File: config.mk
export PLATFORM = sky130hd
export DESIGN_NAME = dxt_texture_block_decoder_unit_flat
export DESIGN_NICKNAME = d
export VERILOG_FILES = /design/src/rtl/core/dxtd_pkg.sv /design/src/rtl/core/dxtd_if.sv /design/src/rtl/core/dxt_texture_block_decoder_unit.sv /design/src/rtl/core/dxtd_front.sv /design/src/rtl/core/dxtd_queue.sv /design/src/rtl/core/dxtd_back.sv /design/src/flat_wrapper.sv
export SDC_FILE = /design/constraint.sdc
export NUM_CORES = 2
export LEC_CHECK = 0
export BUFFER_PORTS_ARGS = -buffer_cell sky130_fd_sc_hd__buf_2
export CAP_MARGIN = 0
export CORE_UTILIZATION = 47
export CTS_CLUSTER_SIZE = 10
export DETAILED_ROUTE_END_ITERATION = 8
export GPL_TIMING_DRIVEN = 0
export PLACE_DENSITY = 0.7
export RECOVER_POWER = 25
export SYNTH_ARGS = -nofsm -noshare
export SYNTH_HDL_FRONTEND = slang
export SYNTH_SLANG_ARGS = --single-unit
File: constraint.sdc
create_clock -name clk -period 20.6 [get_ports clk]
set_clock_uncertainty 0.05 [all_clocks]
set_input_delay 6.18 -clock clk [delete_from_list [all_inputs] [get_ports clk]]
set_output_delay 6.18 -clock clk [all_outputs]
set_load 0.02 [all_outputs]
File: src/rtl/core/dxtd_pkg.sv
// dxtd_pkg: shared types, constants and arithmetic helpers of the dxt block decoder
// no dependencies; imported by the interfaces and every module of the decoder
`timescale 1ns / 1ps
`default_nettype none

package dxtd_pkg;

    typedef logic [11:0] coord_t;
    typedef logic [7:0]  chan_t;
    typedef logic [15:0] rgb565_t;

    // configuration port
    localparam int APB_AW = 3;
    localparam int APB_DW = 32;
    localparam logic REG_FORMAT_MODE = 1'b0;
    localparam logic REG_IMAGE_WIDTH = 1'b1;
    localparam logic [12:0] IMAGE_WIDTH_RESET = 13'd4096;

    localparam logic MODE_DXT1 = 1'b0;
    localparam logic MODE_DXT5 = 1'b1;

    localparam int TEXELS = 16;
    localparam int QDEPTH = 2;
    localparam int QAW    = 1;

    // one classified block as held between front and back
    typedef struct packed {
        coord_t                 block_x;
        coord_t                 block_y;
        logic [3:0][2:0][7:0]   color_pal;   // [entry][channel], channel 0 red
        logic [7:0][7:0]        alpha_pal;
        logic [31:0]            color_indices;
        logic [47:0]            alpha_indices;
        logic [TEXELS-1:0]      texel_mask;  // texels that lie inside the image
    } dxtd_block_t;

    // 5-bit channel to 8 bits: ((t/32 + t)/32), t = v*255 + 16
    function automatic chan_t widen5(input logic [4:0] v);
        logic [12:0] t;
        logic [12:0] s;
        t = 13'(v) * 13'd255 + 13'd16;
        s = (t >> 5) + t;
        return s[12:5];
    endfunction

    // 6-bit channel to 8 bits: ((t/64 + t)/64), t = v*255 + 32
    function automatic chan_t widen6(input logic [5:0] v);
        logic [13:0] t;
        logic [13:0] s;
        t = 14'(v) * 14'd255 + 14'd32;
        s = (t >> 6) + t;
        return s[13:6];
    endfunction

    // floor(v/3) for v below 768, by reciprocal multiply
    function automatic chan_t div3(input logic [9:0] v);
        logic [20:0] p;
        p = 21'(v) * 21'd683;
        return p[18:11];
    endfunction

    // floor(v/5) for v below 1280
    function automatic chan_t div5(input logic [10:0] v);
        logic [22:0] p;
        p = 23'(v) * 23'd3277;
        return p[21:14];
    endfunction

    // floor(v/7) for v below 1792
    function automatic chan_t div7(input logic [10:0] v);
        logic [22:0] p;
        p = 23'(v) * 23'd2341;
        return p[21:14];
    endfunction

    // one entry of the dxt5 alpha palette
    function automatic chan_t alpha_entry(input logic [2:0] code, input chan_t a0,
                                          input chan_t a1);
        logic [10:0] s7;
        logic [10:0] s5;
        chan_t       res;
        s7 = 11'(4'd8 - {1'b0, code}) * 11'(a0) + 11'(code - 3'd1) * 11'(a1);
        s5 = 11'(3'd6 - code) * 11'(a0) + 11'(code - 3'd1) * 11'(a1);
        if (code == 3'd0)
            res = a0;
        else if (code == 3'd1)
            res = a1;
        else if (a0 > a1)
            res = div7(s7);
        else if (code == 3'd6)
            res = 8'd0;
        else if (code == 3'd7)
            res = 8'd255;
        else
            res = div5(s5);
        return res;
    endfunction

endpackage

`default_nettype wire

File: src/rtl/core/dxtd_if.sv
// dxtd_in_if and dxtd_out_if: valid/ready channels for compressed blocks and texels
// depends on dxtd_pkg
`timescale 1ns / 1ps
`default_nettype none

interface dxtd_in_if import dxtd_pkg::*; ();
    logic        valid;
    logic        ready;
    coord_t      block_x;
    coord_t      block_y;
    rgb565_t     color_endpoint0;
    rgb565_t     color_endpoint1;
    logic [31:0] color_indices;
    chan_t       alpha_endpoint0;
    chan_t       alpha_endpoint1;
    logic [47:0] alpha_indices;

    modport source (
        output valid, block_x, block_y, color_endpoint0, color_endpoint1,
               color_indices, alpha_endpoint0, alpha_endpoint1, alpha_indices,
        input  ready
    );
    modport sink (
        input  valid, block_x, block_y, color_endpoint0, color_endpoint1,
               color_indices, alpha_endpoint0, alpha_endpoint1, alpha_indices,
        output ready
    );
endinterface

interface dxtd_out_if import dxtd_pkg::*; ();
    logic   valid;
    logic   ready;
    coord_t pixel_x;
    coord_t pixel_y;
    chan_t  red;
    chan_t  green;
    chan_t  blue;
    chan_t  alpha;
    logic   last;

    modport source (
        output valid, pixel_x, pixel_y, red, green, blue, alpha, last,
        input  ready
    );
    modport sink (
        input  valid, pixel_x, pixel_y, red, green, blue, alpha, last,
        output ready
    );
endinterface

`default_nettype wire

File: src/rtl/core/dxt_texture_block_decoder_unit.sv
// dxt_texture_block_decoder_unit: dxt1/dxt5 4x4 block decoder, one texel out per cycle
// while the sink is ready; a taken request is written into the queue, and texels leave
// through the back end's output register; only the visible texels of a block are emitted,
// and a block wholly outside the image is dropped by the front and emits nothing
// reset: rst_n asynchronous, clears queue, walk state and output valid; format_mode -> dxt1,
// image_width -> 4096; no clearing pass
`timescale 1ns / 1ps
`default_nettype none

module dxt_texture_block_decoder_unit
    import dxtd_pkg::*;
#(
    parameter int MAX_WIDTH  = 4096,
    parameter int MAX_HEIGHT = 4096
)
(
    input  wire logic              clk,
    input  wire logic              rst_n,

    // configuration port
    input  wire logic              psel,
    input  wire logic              penable,
    input  wire logic              pwrite,
    input  wire logic [APB_AW-1:0] paddr,
    input  wire logic [APB_DW-1:0] pwdata,
    output logic      [APB_DW-1:0] prdata,
    output logic                   pready,

    // compressed block requests in, decoded texels out
    dxtd_in_if.sink                in_ch,
    dxtd_out_if.source             out_ch
);

    // configuration registers
    logic        format_mode_reg;
    logic        format_mode_next;
    logic [12:0] image_width_reg;
    logic [12:0] image_width_next;
    logic        cfg_write;

    // front to queue to back
    logic        q_push;
    logic        q_full;
    logic        q_pop;
    logic        q_head_valid;
    dxtd_block_t q_wr_entry;
    dxtd_block_t q_head;

    assign pready    = 1'b1;
    assign cfg_write = psel && penable && pwrite;

    // registers sit at 4-byte spacing, paddr[2] picks one
    always_comb
    begin
        format_mode_next = format_mode_reg;
        image_width_next = image_width_reg;
        if (cfg_write)
        begin
            unique case (paddr[2])
                REG_FORMAT_MODE: format_mode_next = pwdata[0];
                REG_IMAGE_WIDTH: image_width_next = pwdata[12:0];
                default:         format_mode_next = format_mode_reg;
            endcase
        end
    end

    always_comb
    begin
        unique case (paddr[2])
            REG_FORMAT_MODE: prdata = {31'd0, format_mode_reg};
            REG_IMAGE_WIDTH: prdata = {19'd0, image_width_reg};
            default:         prdata = '0;
        endcase
    end

    always_ff @(posedge clk or negedge rst_n)
    begin
        if (!rst_n)
        begin
            format_mode_reg <= MODE_DXT1;
            image_width_reg <= IMAGE_WIDTH_RESET;
        end
        else
        begin
            format_mode_reg <= format_mode_next;
            image_width_reg <= image_width_next;
        end
    end

    // front: expands endpoints, builds both palettes and the visible texel mask;
    // it keeps taking requests while the queue has room, so a waiting texel on
    // the output holds the input side only once the queue is full
    dxtd_front #(
        .MAX_WIDTH  (MAX_WIDTH),
        .MAX_HEIGHT (MAX_HEIGHT)
    ) u_front (
        .in_ch       (in_ch),
        .format_mode (format_mode_reg),
        .image_width (image_width_reg),
        .q_full      (q_full),
        .push        (q_push),
        .entry       (q_wr_entry)
    );

    // two blocks of slack between front and back
    dxtd_queue u_queue (
        .clk        (clk),
        .rst_n      (rst_n),
        .push       (q_push),
        .wr_entry   (q_wr_entry),
        .pop        (q_pop),
        .full       (q_full),
        .head_valid (q_head_valid),
        .head       (q_head)
    );

    // back: steps through the visible texels of the head block in row order,
    // output register doubles as the skid stage towards the sink
    dxtd_back u_back (
        .clk        (clk),
        .rst_n      (rst_n),
        .head_valid (q_head_valid),
        .head       (q_head),
        .pop        (q_pop),
        .out_ch     (out_ch)
    );

endmodule

`default_nettype wire

File: src/rtl/core/dxtd_front.sv
// dxtd_front: takes a compressed block, builds colour and alpha palettes and texel mask
// depends on dxtd_pkg and dxtd_in_if
`timescale 1ns / 1ps
`default_nettype none

module dxtd_front
    import dxtd_pkg::*;
#(
    parameter int MAX_WIDTH  = 4096,
    parameter int MAX_HEIGHT = 4096
)
(
    dxtd_in_if.sink     in_ch,
    input  wire logic   format_mode,
    input  wire logic [12:0] image_width,
    input  wire logic   q_full,
    output logic        push,
    output dxtd_block_t entry
);

    localparam int XW  = $clog2(MAX_WIDTH + 1);
    localparam int YW  = $clog2(MAX_HEIGHT + 1);
    localparam int XCW = (XW > 13) ? XW : 13;
    localparam int YCW = (YW > 13) ? YW : 13;

    logic [2:0][7:0] ep0;
    logic [2:0][7:0] ep1;
    logic            c0_gt_c1;
    logic [3:0]      col_ok;
    logic [3:0]      row_ok;
    logic [XCW-1:0]  col_x [4];
    logic [YCW-1:0]  row_y [4];

    assign in_ch.ready = !q_full;

    always_comb
    begin
        ep0[0] = widen5(in_ch.color_endpoint0[15:11]);
        ep0[1] = widen6(in_ch.color_endpoint0[10:5]);
        ep0[2] = widen5(in_ch.color_endpoint0[4:0]);
        ep1[0] = widen5(in_ch.color_endpoint1[15:11]);
        ep1[1] = widen6(in_ch.color_endpoint1[10:5]);
        ep1[2] = widen5(in_ch.color_endpoint1[4:0]);
    end

    assign c0_gt_c1 = in_ch.color_endpoint0 > in_ch.color_endpoint1;

    // column and row limits, computed without wrap
    always_comb
    begin
        for (int i = 0; i < 4; i++)
        begin
            col_x[i]  = XCW'(in_ch.block_x) + XCW'(i);
            row_y[i]  = YCW'(in_ch.block_y) + YCW'(i);
            col_ok[i] = (col_x[i] < XCW'(image_width)) && (col_x[i] < XCW'(MAX_WIDTH));
            row_ok[i] = row_y[i] < YCW'(MAX_HEIGHT);
        end
    end

    always_comb
    begin
        entry.block_x       = in_ch.block_x;
        entry.block_y       = in_ch.block_y;
        entry.color_indices = in_ch.color_indices;
        entry.alpha_indices = in_ch.alpha_indices;
        for (int k = 0; k < TEXELS; k++)
            entry.texel_mask[k] = col_ok[k % 4] && row_ok[k / 4];
        for (int ch = 0; ch < 3; ch++)
        begin
            entry.color_pal[0][ch] = ep0[ch];
            entry.color_pal[1][ch] = ep1[ch];
            if (c0_gt_c1)
            begin
                entry.color_pal[2][ch] = div3({1'b0, ep0[ch], 1'b0} + 10'(ep1[ch]));
                entry.color_pal[3][ch] = 8'((9'(ep0[ch]) + 9'(ep1[ch])) >> 1);
            end
            else
            begin
                entry.color_pal[2][ch] = div3(10'(ep0[ch]) + {1'b0, ep1[ch], 1'b0});
                entry.color_pal[3][ch] = 8'd0;
            end
        end
        // dxt1 has opaque alpha whatever the code
        for (int c = 0; c < 8; c++)
        begin
            if (format_mode == MODE_DXT5)
                entry.alpha_pal[c] = alpha_entry(3'(c), in_ch.alpha_endpoint0,
                                                 in_ch.alpha_endpoint1);
            else
                entry.alpha_pal[c] = 8'd255;
        end
    end

    // blocks that lie wholly outside the image produce nothing and are dropped
    assign push = in_ch.valid && in_ch.ready && (entry.texel_mask != '0);

endmodule

`default_nettype wire

File: src/rtl/core/dxtd_queue.sv
// dxtd_queue: two-entry queue of classified blocks between front and back
// depends on dxtd_pkg
`timescale 1ns / 1ps
`default_nettype none

module dxtd_queue
    import dxtd_pkg::*;
(
    input  wire logic        clk,
    input  wire logic        rst_n,
    input  wire logic        push,
    input  wire dxtd_block_t wr_entry,
    input  wire logic        pop,
    output logic             full,
    output logic             head_valid,
    output dxtd_block_t      head
);

    dxtd_block_t        entry_reg [QDEPTH];
    logic [QAW-1:0]     wr_ptr_reg;
    logic [QAW-1:0]     wr_ptr_next;
    logic [QAW-1:0]     rd_ptr_reg;
    logic [QAW-1:0]     rd_ptr_next;
    logic [QAW:0]       count_reg;
    logic [QAW:0]       count_next;

    assign full       = count_reg == (QAW+1)'(QDEPTH);
    assign head_valid = count_reg != '0;
    assign head       = entry_reg[rd_ptr_reg];

    always_comb
    begin
        wr_ptr_next = push ? wr_ptr_reg + 1'b1 : wr_ptr_reg;
        rd_ptr_next = pop ? rd_ptr_reg + 1'b1 : rd_ptr_reg;
        count_next  = count_reg + (QAW+1)'(push) - (QAW+1)'(pop);
    end

    always_ff @(posedge clk or negedge rst_n)
    begin
        if (!rst_n)
        begin
            wr_ptr_reg <= '0;
            rd_ptr_reg <= '0;
            count_reg  <= '0;
        end
        else
        begin
            wr_ptr_reg <= wr_ptr_next;
            rd_ptr_reg <= rd_ptr_next;
            count_reg  <= count_next;
        end
    end

    always_ff @(posedge clk)
    begin
        if (push)
            entry_reg[wr_ptr_reg] <= wr_entry;
    end

endmodule

`default_nettype wire

File: src/rtl/core/dxtd_back.sv
// dxtd_back: walks the texels of the head block and emits one texel a cycle while the sink is ready
// depends on dxtd_pkg and dxtd_out_if
`timescale 1ns / 1ps
`default_nettype none

module dxtd_back
    import dxtd_pkg::*;
(
    input  wire logic        clk,
    input  wire logic        rst_n,
    input  wire logic        head_valid,
    input  wire dxtd_block_t head,
    output logic             pop,
    dxtd_out_if.source       out_ch
);

    logic [TEXELS-1:0] done_reg;
    logic [TEXELS-1:0] done_next;
    logic [TEXELS-1:0] cur_mask;
    logic [TEXELS-1:0] rest_mask;
    logic [3:0]        sel_k;
    logic [5:0]        aidx_base;
    logic [1:0]        ci;
    logic [2:0]        ai;
    logic              advance;
    logic              is_last;

    logic   valid_reg;
    logic   valid_next;
    coord_t pixel_x_reg;
    coord_t pixel_y_reg;
    chan_t  red_reg;
    chan_t  green_reg;
    chan_t  blue_reg;
    chan_t  alpha_reg;
    logic   last_reg;

    assign cur_mask = head.texel_mask & ~done_reg;

    // lowest texel not yet emitted
    always_comb
    begin
        sel_k = '0;
        for (int k = TEXELS - 1; k >= 0; k--)
        begin
            if (cur_mask[k])
                sel_k = 4'(k);
        end
    end

    assign rest_mask = cur_mask & ~(TEXELS'(1) << sel_k);
    assign is_last   = rest_mask == '0;
    assign advance   = head_valid && (!valid_reg || out_ch.ready);
    assign pop       = advance && is_last;

    assign aidx_base = {2'b00, sel_k} + {1'b0, sel_k, 1'b0};
    assign ci        = head.color_indices[{sel_k, 1'b0} +: 2];
    assign ai        = head.alpha_indices[aidx_base +: 3];

    always_comb
    begin
        if (pop)
            done_next = '0;
        else if (advance)
            done_next = done_reg | (TEXELS'(1) << sel_k);
        else
            done_next = done_reg;

        if (advance)
            valid_next = 1'b1;
        else if (out_ch.ready)
            valid_next = 1'b0;
        else
            valid_next = valid_reg;
    end

    always_ff @(posedge clk or negedge rst_n)
    begin
        if (!rst_n)
        begin
            done_reg  <= '0;
            valid_reg <= 1'b0;
        end
        else
        begin
            done_reg  <= done_next;
            valid_reg <= valid_next;
        end
    end

    always_ff @(posedge clk)
    begin
        if (advance)
        begin
            pixel_x_reg <= head.block_x + 12'(sel_k[1:0]);
            pixel_y_reg <= head.block_y + 12'(sel_k[3:2]);
            red_reg     <= head.color_pal[ci][0];
            green_reg   <= head.color_pal[ci][1];
            blue_reg    <= head.color_pal[ci][2];
            alpha_reg   <= head.alpha_pal[ai];
            last_reg    <= is_last;
        end
    end

    assign out_ch.valid   = valid_reg;
    assign out_ch.pixel_x = pixel_x_reg;
    assign out_ch.pixel_y = pixel_y_reg;
    assign out_ch.red     = red_reg;
    assign out_ch.green   = green_reg;
    assign out_ch.blue    = blue_reg;
    assign out_ch.alpha   = alpha_reg;
    assign out_ch.last    = last_reg;

endmodule

`default_nettype wire
File: src/flat_wrapper.sv
// flat-port wrapper written by rule: the top's interface ports become plain ports
module dxt_texture_block_decoder_unit_flat import dxtd_pkg::*;
#(
    parameter int MAX_WIDTH  = 4096,
    parameter int MAX_HEIGHT = 4096
)
  (clk, rst_n, psel, penable, pwrite, paddr, pwdata, prdata, pready, in_ch_valid, in_ch_block_x, in_ch_block_y, in_ch_color_endpoint0, in_ch_color_endpoint1, in_ch_color_indices, in_ch_alpha_endpoint0, in_ch_alpha_endpoint1, in_ch_alpha_indices, in_ch_ready, out_ch_valid, out_ch_pixel_x, out_ch_pixel_y, out_ch_red, out_ch_green, out_ch_blue, out_ch_alpha, out_ch_last, out_ch_ready);
  dxtd_in_if in_ch_i ();
  dxtd_out_if out_ch_i ();
  input  wire logic clk;
  input  wire logic rst_n;
  input  wire logic psel;
  input  wire logic penable;
  input  wire logic pwrite;
  input  wire logic [APB_AW-1:0] paddr;
  input  wire logic [APB_DW-1:0] pwdata;
  output logic      [APB_DW-1:0] prdata;
  output logic pready;
  input wire logic [$bits(in_ch_i.valid)-1:0] in_ch_valid;
  input wire logic [$bits(in_ch_i.block_x)-1:0] in_ch_block_x;
  input wire logic [$bits(in_ch_i.block_y)-1:0] in_ch_block_y;
  input wire logic [$bits(in_ch_i.color_endpoint0)-1:0] in_ch_color_endpoint0;
  input wire logic [$bits(in_ch_i.color_endpoint1)-1:0] in_ch_color_endpoint1;
  input wire logic [$bits(in_ch_i.color_indices)-1:0] in_ch_color_indices;
  input wire logic [$bits(in_ch_i.alpha_endpoint0)-1:0] in_ch_alpha_endpoint0;
  input wire logic [$bits(in_ch_i.alpha_endpoint1)-1:0] in_ch_alpha_endpoint1;
  input wire logic [$bits(in_ch_i.alpha_indices)-1:0] in_ch_alpha_indices;
  output wire logic [$bits(in_ch_i.ready)-1:0] in_ch_ready;
  output wire logic [$bits(out_ch_i.valid)-1:0] out_ch_valid;
  output wire logic [$bits(out_ch_i.pixel_x)-1:0] out_ch_pixel_x;
  output wire logic [$bits(out_ch_i.pixel_y)-1:0] out_ch_pixel_y;
  output wire logic [$bits(out_ch_i.red)-1:0] out_ch_red;
  output wire logic [$bits(out_ch_i.green)-1:0] out_ch_green;
  output wire logic [$bits(out_ch_i.blue)-1:0] out_ch_blue;
  output wire logic [$bits(out_ch_i.alpha)-1:0] out_ch_alpha;
  output wire logic [$bits(out_ch_i.last)-1:0] out_ch_last;
  input wire logic [$bits(out_ch_i.ready)-1:0] out_ch_ready;
  assign in_ch_i.valid = in_ch_valid;
  assign in_ch_i.block_x = in_ch_block_x;
  assign in_ch_i.block_y = in_ch_block_y;
  assign in_ch_i.color_endpoint0 = in_ch_color_endpoint0;
  assign in_ch_i.color_endpoint1 = in_ch_color_endpoint1;
  assign in_ch_i.color_indices = in_ch_color_indices;
  assign in_ch_i.alpha_endpoint0 = in_ch_alpha_endpoint0;
  assign in_ch_i.alpha_endpoint1 = in_ch_alpha_endpoint1;
  assign in_ch_i.alpha_indices = in_ch_alpha_indices;
  assign in_ch_ready = in_ch_i.ready;
  assign out_ch_valid = out_ch_i.valid;
  assign out_ch_pixel_x = out_ch_i.pixel_x;
  assign out_ch_pixel_y = out_ch_i.pixel_y;
  assign out_ch_red = out_ch_i.red;
  assign out_ch_green = out_ch_i.green;
  assign out_ch_blue = out_ch_i.blue;
  assign out_ch_alpha = out_ch_i.alpha;
  assign out_ch_last = out_ch_i.last;
  assign out_ch_i.ready = out_ch_ready;
  dxt_texture_block_decoder_unit #(.MAX_WIDTH(MAX_WIDTH), .MAX_HEIGHT(MAX_HEIGHT)) u_core (.clk(clk), .rst_n(rst_n), .psel(psel), .penable(penable), .pwrite(pwrite), .paddr(paddr), .pwdata(pwdata), .prdata(prdata), .pready(pready), .in_ch(in_ch_i), .out_ch(out_ch_i));
endmodule
Word-level counts from Yosys, hierarchy flattened:

Memories as Yosys holds them, arrays and structs flattened.
Index checks and enable logic that the tools add are counted.

* add/subtract/negate cells: 44
* multipliers: 28
* magnitude comparators: 16
* equal/unequal tests: 1
* shift operators: 3
* mux-type cells: 47
* bitwise operators: 6
* reduce and logical (&&, ||, !) cells: 36

Operators with widths (number)
* 11-bit by 12-bit multiplier with 22-bit output (second input constant): 10
* 8-bit 2-to-1 mux: 21
* 10-bit by 10-bit multiplier with 19-bit output (second input constant): 6
* 13-bit < comparator (second input constant): 6
* 4-bit 2-to-1 mux: 16
* 32-bit case mux with 2 select lines: 1
* 12-bit by 2-bit adder with 13-bit output (second input constant): 4
* 13-bit by 5-bit adder with 13-bit output (second input constant): 4
* 8-bit by 13-bit adder with 13-bit output: 4
* 5-bit by 8-bit multiplier with 13-bit output (second input constant): 4
* 24-bit binary-select mux with 2-bit select: 1
* 48-bit by 7-bit indexed part select with 3-bit output: 1
* 2-bit by 8-bit multiplier with 10-bit output (first input constant): 4
* 13-bit < comparator: 3
* 16-bit bitwise AND: 2
* 16-bit 2-to-1 mux: 2
* 16-bit NOT: 2
* 32-bit by 6-bit indexed part select with 2-bit output: 1
* 8-bit by 9-bit adder with 10-bit output: 3
* 9-bit by 8-bit adder with 10-bit output: 3
* 14-bit by 6-bit adder with 14-bit output (second input constant): 2
* 8-bit by 14-bit adder with 14-bit output: 2
* 6-bit by 8-bit multiplier with 14-bit output (second input constant): 2
* 8-bit by 8-bit adder with 9-bit output: 3
* other kinds (36): 74

* flip-flop bits (word level): 92
* RAM bits: 560
* input port bits: 194
* word-level logic and storage cells: 196
* memories kept: 1

Memory list
* u_core.u_queue.entry_reg: words 2, bits a word 280, rd ports 1, clocked after Yosys merged registers in 0, write ports 1, RTL line dxtd_queue.sv:19 `dxtd_block_t entry_reg [QDEPTH];`

Logic depth before layout (Yosys ltp):

* depth after elaboration: 24
* depth in mapped cells: 52
* gate-level depth less buffers: 52

By module:

From an unflattened synthesis, not the netlist that was laid out.

* cells, all modules: 6455
* area, all modules: 71924.0 µm²

Modules (own cells, without submodules)
* dxtd_front: times used 1, cells an instance 4885, area each 44014.7 µm²
* dxtd_queue: times used 1, cells an instance 886, area each 20751.2 µm²
* dxtd_back: times used 1, cells an instance 617, area each 6331.1 µm²
* dxt_texture_block_decoder_unit: times used 1, cells an instance 67, area each 827.0 µm²

Least setup slack after synthesis:

Ideal clock, no wire load.

* path type: input -> register
* start point: input in_ch_block_x[1]
* end point: memory u_core.u_queue.entry_reg[0][0] in the netlist's numbering (enable)
* library setup time: 0.926 ns
* arrival time: 20.183 ns
* data required time: 19.624 ns
* setup slack: -0.559 ns
* stages on the path: 17
* path buffers: 0
* cell sequence: inv_1 > ha_1 > inv_1 > ha_1 > a21o_1 > a21o_1 > a21oi_1 > nor2b_1 > o21a_1 > o21a_1 > o21a_1 > o21ai_0 > nand2b_1 > a21oi_1 > o21ai_0 > a41o_1 > nor2_1

* longest elaborated chain between the ends: 8
* elaborated cells between the ends (all ways): 35

RTL lines
* from (decl): RTL line flat_wrapper.sv:20 `input wire logic [$bits(in_ch_i.block_x)-1:0] in_ch_block_x;`
* 12-bit by 1-bit adder with 13-bit output or 12-bit by 2-bit adder with 13-bit output (tied branches): RTL line dxtd_front.sv:53 `col_x[i] = XCW'(in_ch.block_x) + XCW'(i);`
* 13-bit < comparator: RTL line dxtd_front.sv:55 `col_ok[i] = (col_x[i] < XCW'(image_width)) && (col_x[i] < XCW'(MAX_WIDTH));`
* 1-bit logical AND: RTL line dxtd_front.sv:55
* 1-bit logical AND: RTL line dxtd_front.sv:67 `entry.texel_mask[k] = col_ok[k % 4] && row_ok[k / 4];`
* 16-bit nonzero test *: RTL line dxtd_front.sv:95 `assign push = in_ch.valid && in_ch.ready && (entry.texel_mask != '0);`
* 1-bit logical AND *: RTL line dxtd_front.sv:95
* 1-bit 2-to-1 mux *: RTL line dxtd_queue.sv:56 `if (push)`
* 1-bit 2-to-1 mux (not written as such) *: RTL line dxtd_queue.sv:57 `entry_reg[wr_ptr_reg] <= wr_entry;`
* to (decl): RTL line dxtd_queue.sv:19

Every way passes the cells marked *; elsewhere a longest branch is shown, timed or not.

==> flow_summary.ini <==
[critical_path]
reg2reg_slack_ns = 9.67
worstPathArrival_ns = 18.89
max_stage_delay_ns = 0.65
cp_max_fo = 7
crit_slowest_cell = xnor2_1
critPathBufInv = 11
worstPathRequired_ns = 20.93
critical_path_class = in2reg
crit_family = adder cells
cp-end-kind = flip-flop
start_kind = input pin

[route]
drc_errors = 0
wirelength_um = 171000
vias_per_cell = 5.57
drt-pass1-iter-count = 6
wl_per_cell_um = 19.4
ant_nets = 0
drtIter0Drc = 3041
vias = 49200

[timing]
rsz0062_at_grt = false
tns_ns = 0
relSlewSlack = -0.360
final_hold_viol_count = 0
worst_pin_slew_ns = 2.04
fmax_mhz = 53.9
setup_viol = 0
post-route-period-util = 0.901
fin_ws_ns = 2.04
finalCriticalPeriod_ns = 18.56
slew_violations = 69

[place]
place_congestion = 0.908
place_ws_ns = 1.47
portBuffers = 244
dpl.cell_count = 8706
place_hpwl_um = 139000

[final_layout]
mostFrequentLayoutCells = ha_1, inv_1, edfxtp_1, fa_1, a21oi_1
fin_nets = 8831
fillers = 12900
utilization = 0.518
drive_above_1_share = 0.0761
largest_reg_flops = 560
final_common_cell = ha_1
instances_no_fill = 8820
syn2layout_area_growth_pct = 8.91

[logic_synthesis]
ys_async_sr_fraction = 0.0537
ys_ff_latch = 652
syn_avg_cell_area_um2 = 11.0
ys_seq_area_frac = 0.275
yosysWarnings = 0
ys_types = 104
synth_ff_type = edfxtp_1
synth_area_um2 = 70600
synthCells = 6418
synth-edff-count = 617

[clock_tree]
post_cts_resized = 0
clk_latency_ns = 0.65
numClockSinks = 652
cts_tree = built
numCtsBuffers = 76
cts_root_buffer = clkbuf_16
postCtsSetupRepairBufs = 0
cts.hold.buffers_added = 0
cts_max_path_buffers = 3
htreeDepth = 3
path_clk_slew_ns = 0.05

[grt]
grt_max_degree = 36
grt_pass1_wl_um = 271000
track_usage = 0.225
grt_pass1_vias = 50700
gr-total-overflow = 0
antenna_found_initial = 18

[die]
die_h_um = 389
dieArea_um2 = 152000
start_util = 0.476
rows = 141
io_pins = 286
die_x_um = 389
core_um2 = 148000

[status]
outcome = finished with violations
violations = capacitance limit, slew limit

[worst_hold_path]
hold_class = reg2reg

[run]
maxCapViolCount = 3
path summary, 6_finish.rpt:
kind                                                   startpoint                                          to  depth (start not counted)
max                                      in_ch_color_endpoint1[6]  u_core.u_queue.entry_reg[0][222]$_DFFE_PP_                         50
min                        u_core.u_back.out_ch.valid$_DFFE_PN0P_      u_core.u_back.out_ch.valid$_DFFE_PN0P_                          2
max reg2reg                 u_core.u_queue.rd_ptr_reg$_DFFE_PN0P_     u_core.u_back.out_ch.alpha[6]$_DFFE_PP_                         24
min reg2reg                u_core.u_back.out_ch.valid$_DFFE_PN0P_      u_core.u_back.out_ch.valid$_DFFE_PN0P_                          2
max in group asynchronous                                   rst_n       u_core.u_queue.count_reg[1]$_DFF_PN0_                          1
min in group asynchronous                                   rst_n       u_core.u_back.done_reg[1]$_DFFE_PN0P_                          1
worst reg2reg max path, stage by stage, from the launching register on:
cell,delay [ns]
dfrtp_1,0.31
clkbuf_1,0.21
clkbuf_1,0.63
mux2i_1,0.44
nor2_1,0.15
a211o_1,0.26
a211o_1,0.30
o21ai_0,0.29
clkbuf_1,0.58
clkbuf_1,0.52
clkbuf_1,0.69
clkbuf_1,0.79
ha_1,0.34
fa_1,0.29
xor2_1,0.49
clkbuf_1,0.55
clkbuf_1,0.58
clkbuf_1,0.58
mux2i_1,0.33
o211ai_1,0.69
clkbuf_1,0.51
nor2_1,0.08
or4_1,0.54
o22a_1,0.22
o211ai_1,0.30
metal layers:
layer / track usage / share of wire / vias to the layer above
met5: 0 / 0.00025 / -
met4: 0.0669 / 0.027 / 6
met3: 0.0220 / 0.056 / 263
met2: 0.381 / 0.48 / 1357
met1: 0.305 / 0.44 / 24200
li1: - / - / 23300
layout make-up:
class                   count  area, um2  area share
inverters                1009       3790      0.0493
multi-input cells        4636      46800       0.609
plain buffers             139        667     0.00868
clock buffers              94       1980      0.0258
clock inverters             8       85.1     0.00111
flip-flops and latches    652      19400       0.252
diodes                     12       30.0    0.000391
repair buffers            268       1620      0.0211
well taps                2002       2500      0.0326
through the flow:
| stage | hold slack [ns] | cell area (um2) |
|---|---|---|
| 4_1_cts | 0.452 | 77000 |
| 3_5_place_dp | 0.438 | 74900 |
| 2_1_floorplan | 0.412 | 70600 |
| 3_3_place_gp | 0.427 | 74400 |
| 6_report | 0.447 | 76900 |
| 5_1_grt | 0.461 | 76800 |
cells in the mapped netlist (48+ instances only):
cell type / number / share of area
mux4_2: 105 / 0.034
mux2i_1: 80 / 0.011
nor2_1: 324 / 0.017
fa_1: 452 / 0.13
a21o_1: 144 / 0.015
o21a_1: 51 / 0.0054
nand3_1: 66 / 0.0047
and2_1: 48 / 0.0043
nor3_1: 102 / 0.0072
o21bai_1: 68 / 0.0072
xor2_1: 172 / 0.021
o21ai_0: 112 / 0.0079
inv_1: 1008 / 0.054
clkbuf_1: 75 / 0.0040
nand2_1: 176 / 0.0094
mux2_2: 55 / 0.0088
ha_1: 1403 / 0.25
edfxtp_1: 617 / 0.26
nor2b_1: 66 / 0.0059
xnor2_1: 293 / 0.036
a21oi_1: 330 / 0.023
cell families (layout without fill, tap and decap cells):
| kind of cell | count (synthesis) | count (layout) | share of synthesized area |
|---|---|---|---|
| other | 2 | 32 | 0.000106 |
| adders and majority gates | 1866 | 1866 | 0.379 |
| xor gates and xnor gates | 472 | 472 | 0.0596 |
| muxes | 256 | 256 | 0.0564 |
| and+or+nand+nor | 996 | 996 | 0.0692 |
| DFF | 652 | 652 | 0.275 |
| AOI/OAI and AO/OA | 1026 | 1026 | 0.0977 |
| buffers and inverters | 1148 | 1518 | 0.0635 |
Power is not shown: default switching activity piles up to over one toggle a cycle in this logic, so the estimate is an artifact.
